### config.mk
export PLATFORM = sky130hd
export DESIGN_NAME = bba_ram
export DESIGN_NICKNAME = d
export VERILOG_FILES = /design/src/design/bba_ram.sv
export SDC_FILE = /design/constraint.sdc
export NUM_CORES = 1
export LEC_CHECK = 0
export BUFFER_PORTS_ARGS = -buffer_cell sky130_fd_sc_hd__buf_2
export CAP_MARGIN = 25
export CORE_ASPECT_RATIO = 1.75
export CORE_UTILIZATION = 63
export CTS_CLUSTER_SIZE = 14
export DETAILED_ROUTE_END_ITERATION = 8
export PLACE_DENSITY = 0.83
export SLEW_MARGIN = 10
export SYNTH_ARGS = -nofsm -noshare
export SYNTH_HDL_FRONTEND = slang
export SYNTH_SLANG_ARGS = --single-unit
### constraint.sdc
create_clock -name clock -period 5.24 [get_ports clock]
set_clock_uncertainty 0.15 [all_clocks]
set_input_delay 0.262 -clock clock [delete_from_list [all_inputs] [get_ports clock]]
set_output_delay 0.262 -clock clock [all_outputs]
set_load 0.03 [all_outputs]
### src/design/bba_ram.sv
// Simple dual-port synchronous RAM with registered read data.
module bba_ram #(
   parameter int ADDR_W = 4,
   parameter int DATA_W = 8
) (
   input  logic              clock,
   input  logic              wr_en,
   input  logic [ADDR_W-1:0] wr_addr,
   input  logic [DATA_W-1:0] wr_data,
   input  logic [ADDR_W-1:0] rd_addr,
   output logic [DATA_W-1:0] rd_data
);

   logic [DATA_W-1:0] mem [2**ADDR_W];
   logic [DATA_W-1:0] rd_data_ff;

   always_ff @(posedge clock) begin
      if (wr_en) begin
         mem[wr_addr] <= wr_data;
      end
      rd_data_ff <= mem[rd_addr];
   end

   assign rd_data = rd_data_ff;

endmodule

# Word level (Yosys, flattened, before mapping)

Memories as Yosys holds them, arrays and structs flattened. A register that Yosys moved wholly into a read port is not among the register bits.
Cells that the tools add are included.

Flip-flop bits (word level): 0
RAM bits: 128
Word-level logic and storage cells: 3
Memories: 1

Memory list:

| memory | words | bits a word | read ports | clocked after memory_dff | write ports | RTL line | source |
|---|---|---|---|---|---|---|---|
| mem    | 16    | 8           | 1          | 1                        | 1           | 14       | `logic [DATA_W-1:0] mem [2**ADDR_W];` |

Muxes and demuxes: 2

Operators by type and width:

| operator | count |
|---|---|
| $mux W1  | 2 |

# Depth between registers and ports, before layout

Gate-level depths: netlist of run 1.

Word-level depth: 2
Depth in mapped cells: 5
Gate-level depth less buffers: 3

# Least setup slack after synthesis of run 1

No wires, ideal clock.

Kind: input port to flip-flop
Start: input port wr_addr[2]
End: memory mem[0][0] (enable)
Data arrival time: 1.372 ns
Required time: 4.707 ns
Slack: 3.335 ns
Stages on the path: 2
Buffers on the path: 0
Cell sequence: or3b_2 nor3_1

RTL lines:

| what            | RTL line | source |
|---|---|---|
| start, declared | 8        | `input logic [ADDR_W-1:0] wr_addr,` |
| end, declared   | 14       |  |

Straight into the memory's write port.

# Final worst setup path of run 1

Start: input port wr_addr[2]
End: memory mem[3][4] (enable)

Straight into the memory's write port.

==> results of run 1 <==
==> cells by family after synthesis <==
kind of cell,Yosys count,synth area share [%]
DFF,136,77.78
muxes,32,15.02
buffers and inverters,10,1.677
AOI/OAI and AO/OA,16,2.334
and+or+nand+nor,35,3.184
==> stage by stage <==
step                hold WS (ns)  total power [mW]
CTS                      0.06253             2.568
floorplan                 0.2109             1.320
finish                   0.07977             2.554
global route             0.08106             2.624
global placement          0.4874             1.359
detailed placement        0.5001             1.364
==> synthesized netlist by cell type <==
library cell / instances / area share (%)
buf_2: 3 / 0.29
nand2b_1: 2 / 0.24
buf_6: 3 / 0.66
dfxtp_1: 8 / 3.1
and2_1: 1 / 0.12
nor2b_1: 1 / 0.12
a22oi_1: 16 / 2.3
edfxtp_1: 128 / 75
clkdlybuf4s25_2: 3 / 0.58
mux4_1: 14 / 7.1
nand3_1: 1 / 0.097
nand3b_1: 2 / 0.29
buf_4: 1 / 0.15
nor3_1: 4 / 0.39
and2b_1: 1 / 0.15
mux4_2: 18 / 7.9
nor2_1: 13 / 0.95
nand2_1: 9 / 0.66
or3b_2: 1 / 0.17
==> layout make-up <==
class | count | area [um2] | area share, %
clock buffer | 19 | 432.9 | 7.264
clock inverter | 13 | 177.7 | 2.981
multi-input combinational | 83 | 1057 | 17.74
sequential | 136 | 4004 | 67.18
tap | 90 | 112.6 | 1.890
timing repair buffer | 30 | 175.2 | 2.939
==> how the worst max path moves through the flow <==
| stage | end | cells past startpoint | slack [ns] | start |
|---|---|---|---|---|
| after CTS | rd_data[0]$_DFF_P_ | 4 | 3.26 | rd_addr[0] |
| after floorplan | mem[0][0]$_DFFE_PP_ | 2 | 3.34 | wr_addr[2] |
| final | mem[3][4]$_DFFE_PP_ | 3 | 3.58 | wr_addr[2] |
| after global routing | rd_data[0]$_DFF_P_ | 5 | 3.54 | rd_addr[0] |
| after global placement | mem[0][1]$_DFFE_PP_ | 3 | 2.90 | wr_addr[2] |
| after detailed placement | rd_data[0]$_DFF_P_ | 4 | 2.87 | rd_addr[0] |
==> worst max-delay path: cells and delay by family <==
family	cells	cell delay, ns
simple gates	2	1.16
buf+inv	1	0.11
==> registers in the layout, summed over array words and instances, names as in the netlist <==
register  cells
rd_data       8
mem         128
==> routing by layer <==
layer	vias to the layer above	track usage, %	part of all wire (%)
met2	128	42.02	55
li1	1051	-	-
met1	1223	29.36	36
met5	-	0	0
met3	14	6.948	7.1
met4	0	12.38	1.9
==> power by group <==
| part | switching, mW | internal, mW |
|---|---|---|
| sequential | 0.00743 | 1.22 |
| combinational | 0.0741 | 0.0455 |
| clock | 0.418 | 0.792 |
==> cell usage in the layout, fill, tap and decap left out, drive strengths merged <==
| cell type | instances |
|---|---|
| nor3 | 4 |
| a22oi | 16 |
| nand3 | 1 |
| nor2b | 1 |
| nand2 | 9 |
| mux4 | 32 |
| clkinvlp | 2 |
| clkbuf | 19 |
| and2b | 1 |
| inv | 1 |
| nand3b | 2 |
| bufinv | 4 |
| dfxtp | 8 |
| nor2 | 13 |
| and2 | 1 |
| nand2b | 2 |
| buf | 30 |
| or3b | 1 |
| clkinv | 6 |
| edfxtp | 128 |
==> reports/summary.txt, run 1 <==
Final min period -> 1.660 ns
vias in the first global route -> 2539
synth unique cells -> 19
Setup Fix Bufs, Post-CTS -> 0
post-synthesis cell area -> 5147 um2
Synth warnings -> 0
Worst-Skew Late Latency -> 0.41 ns
core area -> 7909 um2
Reg clk slew, reported paths -> 0.06 ns
Reg2Reg Setup Slack -> 3.71 ns
reg2reg start -> mem[0][0]$_DFFE_PP_
Pwr Density -> 428.6 nW/um2
final setup margin -> 3.580 ns
# diodes -> 0
H-tree Lvls -> 4
Hold Path Depth -> 1
peak supply drop -> 554.3 uV
Required @ worst endpoint -> 5.12 ns
hold buffer count at CTS -> 0
synthesized area per cell -> 22.48 um2
hpwl dp -> 5.946 mm
CTS Buffer Depth -> 2
#FFs+latches synth -> 136
syn_nets -> 247
post-route clock period utilization -> 31.68%
Routed WL -> 9.542 mm
HP Class -> primary input to register
IO Pins -> 26
dpl ws -> 2.869 ns
Root Driver -> clkbuf_16
post-route ant nets -> 0
status -> finished, final reports clean
1st-pass router iterations -> 5
Total Routing Usage GR -> 24.92%
Syn Inst Count -> 229
endpoints failing setup -> 0
Crit. End Element -> register
Seq/Total Area, Yosys -> 77.78%
Worst Hold End -> mem[15][2]$_DFFE_PP_
initial core utilization -> 65.08%
Clock Sinks -> 136
P&R area growth vs syn -> 15.78%
min-delay src -> wr_data[2]
Non-Filler Instances -> 371
routed via count -> 2416
Max FO, Critical Path -> 8
Leakage -> 2.022 nW
reg-to-reg critical path endpoint -> rd_data[0]$_DFF_P_
placed cell area -> 5329 um2
RSZ-0062 raised after global routing -> no
Setup CP Type -> primary input to register
slew at the pin closest to its max-slew limit -> 1.041 ns
Die H -> 121.6 um
R2R cell count -> 3
crit-path cells -> buf_2 -> or3b_2 -> nor2_1
die area -> 8550 um2
Max Fclk -> 602.4 MHz
setup TNS -> 0 ns
CTS tree -> yes
number of I/O port buffers -> 25
post-route cell area -> 5959 um2
Placed Cells -> 338
Max Cap Viol -> 0
Rel. slew slack -> 30.37%
chip width -> 70.33 um
RePlAce Congestion -> 0.7611
Layout Utilization -> 75.35%
share of cells above drive strength 1 -> 28.11%
Rows -> 43
Hold Vio Cnt, Final -> 0
GRT overflow -> 0
crit path DAT -> 1.54 ns
Nets -> 286
Worst path slowest cell -> nor2_1
largest net degree at the start of global routing -> 33
total CTS buffers -> 17
number of gates resized after CTS -> 0
initial antenna violation count -> 0
Slew Limit Fails -> 0
Fillers -> 421
global-route wire length before repair -> 14.47 mm
routed vias/inst -> 6.512
DRT iter0 DRCs -> 254
WL/cell -> 25.72 um
crit-path max cell delay -> 0.65 ns
Startpoint Class -> primary input
residual DRC count -> 0
No activity file was read; power rests on OpenSTA's default activity.
==> inputs of run 2 (changes only) <==
--- a/config.mk
+++ b/config.mk
@@ -5,13 +5,14 @@
 export SDC_FILE = /design/constraint.sdc
 export NUM_CORES = 1
 export LEC_CHECK = 0
+export ABC_AREA = 1
 export BUFFER_PORTS_ARGS = -buffer_cell sky130_fd_sc_hd__buf_2
 export CAP_MARGIN = 25
 export CORE_ASPECT_RATIO = 1.75
-export CORE_UTILIZATION = 63
+export CORE_UTILIZATION = 61
 export CTS_CLUSTER_SIZE = 14
 export DETAILED_ROUTE_END_ITERATION = 8
-export PLACE_DENSITY = 0.83
+export PLACE_DENSITY = 0.8
 export SLEW_MARGIN = 10
 export SYNTH_ARGS = -nofsm -noshare
 export SYNTH_HDL_FRONTEND = slang
==> constraint.sdc (replaced) <==
create_clock -name clock -period 1.7 [get_ports clock]
set_clock_uncertainty 0.15 [all_clocks]
set_input_delay 0.085 -clock clock [delete_from_list [all_inputs] [get_ports clock]]
set_output_delay 0.085 -clock clock [all_outputs]
set_load 0.03 [all_outputs]
==> run 2 against run 1 <==
  * Sequential power rose to 3.1 times the previous value
  * Worst hold slack better by 0.070 ns
  * Worst setup slack worse by 3.2 ns
  * Final area grew 13%
  * Via count rose by 65%
  * First-iteration DRC count up 44%
==> reports/summary.txt, run 2 <==
Main synth FF type -> edfxtp_1
ranking of synthesized cells by area -> edfxtp_1 67%, nand2_1 11%, nand3_1 8.4%
Startpoint Class -> primary input
initial core utilization -> 63.41%
routed vias/inst -> 5.404
most common cell after layout, fill and taps aside -> nand2_1
Die H -> 130.6 um
Max FO, Critical Path -> 16
reg2reg start -> mem[7][6]$_DFFE_PP_
P&R area growth vs syn -> 17.01%
setup TNS -> 0 ns
crit path DAT -> 1.50 ns
Synth top area share -> 66.65%
post-route ant nets -> 0
largest family of logic cells by synthesized area -> simple AND/OR/NAND/NOR gates
max FFs per register -> 128
initial antenna violation count -> 0
xor and xnor area share after synthesis -> 0%
number of I/O port buffers -> 25
Total Routing Usage GR -> 30.68%
number of gates resized after CTS -> 0
Pwr Density -> 1171 nW/um2
Setup CP Type -> primary input to register
Rel. slew slack -> 59.00%
Leakage -> 2.970 nW
synthesized area per cell -> 10.47 um2
Clock Sinks -> 136
IO Pins -> 26
HP Class -> primary input to register
DRT iter0 DRCs -> 367
largest net degree at the start of global routing -> 65
post-route clock period utilization -> 79.14%
CTS Buffer Depth -> 2
total CTS buffers -> 17
synth unique cells -> 12
Max Cap Viol -> 0
status -> finished, final reports clean
Worst-Skew Late Latency -> 0.42 ns
core area -> 9094 um2
crit-path max cell delay -> 0.55 ns
Reg clk slew, reported paths -> 0.05 ns
share of cells above drive strength 1 -> 12.34%
Hold Vio Cnt, Final -> 0
Final min period -> 1.345 ns
die area -> 9862 um2
crit-path cells -> dlygate4sd3_1 -> buf_2 -> inv_1 -> buf_4 -> nand3_1 -> nand3_1 -> nand2_1
#FFs+latches synth -> 136
global-route wire length before repair -> 20.76 mm
Required @ worst endpoint -> 1.86 ns
Root Driver -> clkbuf_16
Setup Fix Bufs, Post-CTS -> 0
syn_nets -> 569
chip width -> 75.50 um
Cell Int Power -> 6.229 mW
mux share of post-synthesis cell area -> 0%
synth cell count leaders -> 173 x nand2_1, 128 x edfxtp_1, 100 x inv_1
critical path launch point -> rd_addr[2]
Nets -> 621
Syn Inst Count -> 551
post-route cell area -> 6748 um2
Rows -> 46
H-tree Lvls -> 4
share of synthesized registers carrying an async set or reset -> 0%
most frequent cells in the layout -> 173 x nand2_1, 128 x edfxtp_1, 100 x inv_1
min-delay src -> wr_en
CTS tree -> yes
clock power share -> 45.6%
peak supply drop -> 1153 uV
post-synthesis cell area -> 5767 um2
Post-synth EDFFs -> 128
Worst path slowest cell -> dlygate4sd3_1
Slew Limit Fails -> 0
compound-cell area share of the yosys netlist -> 0%
residual DRC count -> 0
1st-pass router iterations -> 5
Routed WL -> 13.36 mm
WL/cell -> 18.16 um
placed cell area -> 6066 um2
cell mode on critical path -> nand3_1
power share of the sequential group -> 47.8%
Seq/Total Area, Yosys -> 69.43%
RSZ-0062 raised after global routing -> no
# diodes -> 0
routed via count -> 3977
hpwl dp -> 8.041 mm
slew at the pin closest to its max-slew limit -> 0.6140 ns
vias in the first global route -> 3900
largest area contributor in the netlist -> edfxtp_1
simple logic cell fraction of the synthesized area -> 21.05%
Synth Area in Adders -> 0%
endpoints failing setup -> 0
RePlAce Congestion -> 0.9223
GRT overflow -> 0
dpl ws -> 0.3061 ns
Crit. End Element -> register
Largest Register -> mem
sw frac -> 21.17%
Max Fclk -> 743.3 MHz
most frequent cell after synthesis -> nand2_1
logic gate share of total power -> 6.7%
final setup margin -> 0.3546 ns
Synth warnings -> 0
Net Switching -> 1.672 mW
[run 2: cell types whose count changed in the layout (fill, tap and decap cells not counted), moves of 10 or more]
| cell | previous run | this run |
|---|---|---|
| buf_4 | 4 | 20 |
| nand3_1 | 1 | 97 |
| mux4_1 | 14 | 0 |
| a22oi_1 | 16 | 0 |
| mux4_2 | 18 | 0 |
| nand2_1 | 9 | 173 |
| inv_1 | 0 | 100 |
| dlygate4sd3_1 | 0 | 10 |
[run 2: final cells by class]
type	count	area, um2
clock buffers	22	454.2
inverters	102	382.9
repair buffers	57	415.4
multi-input cells	289	1214
well taps	120	150.1
clock inverters	10	127.6
fillers	659	2346
flip-flops and latches	136	4004
[run 2: final timing paths]
path	end	slack, ns	cells after the start
setup reg to reg	rd_data[6]$_DFF_P_	0.49	6
hold reg to reg	rd_data[2]$_DFF_P_	0.52	6
setup / recovery	rd_data[4]$_DFF_P_	0.35	7
hold / removal	mem[1][5]$_DFFE_PP_	0.15	4
[run 2: cell families (layout without fill, tap and decap cells)]
kind of cell	Yosys count	after routing
flip-flops	136	136
AND/OR/NAND/NOR	289	289
buffers and inverters	126	191
[run 2: through the flow]
stage	instances	hold WS (ns)	utilization, %	power, mW
2_1_floorplan	551	0.03387	-	4.145
3_3_place_gp	694	0.3004	66.70	4.326
3_5_place_dp	694	0.3046	66.70	4.344
4_1_cts	736	0.1355	74.20	7.926
5_1_grt	736	0.1888	74.20	8.118
6_report	736	0.1500	74.20	7.902
[run 2: layer usage]
layer	wire (um)	track usage [%]
met1	4666	34.74
met3	793	7.515
met5	0	0
met4	566	15.36
met2	7338	52.89
[run 2: worst max-delay path, delay by kind of cell]
kind          cells  cell delay [ns]
simple gates      3             0.34
buf+inv           4             1.07
[run 2: power groups by stage]
| stage | combinational [mW] | sequential [mW] | clock, mW |
|---|---|---|---|
| 2_1_floorplan | 0.264 | 3.88 | 0 |
| 3_3_place_gp | 0.487 | 3.84 | 0 |
| 3_5_place_dp | 0.502 | 3.84 | 0 |
| 4_1_cts | 0.524 | 3.77 | 3.63 |
| 5_1_grt | 0.574 | 3.78 | 3.76 |
| 6_report | 0.526 | 3.77 | 3.60 |
[run 2: what timing repair did]
action                                  in CTS  in global routing
endpoints found under the setup margin       0                  0
hold endpoints to repair                   136                  0
hold buffers                                10                  0
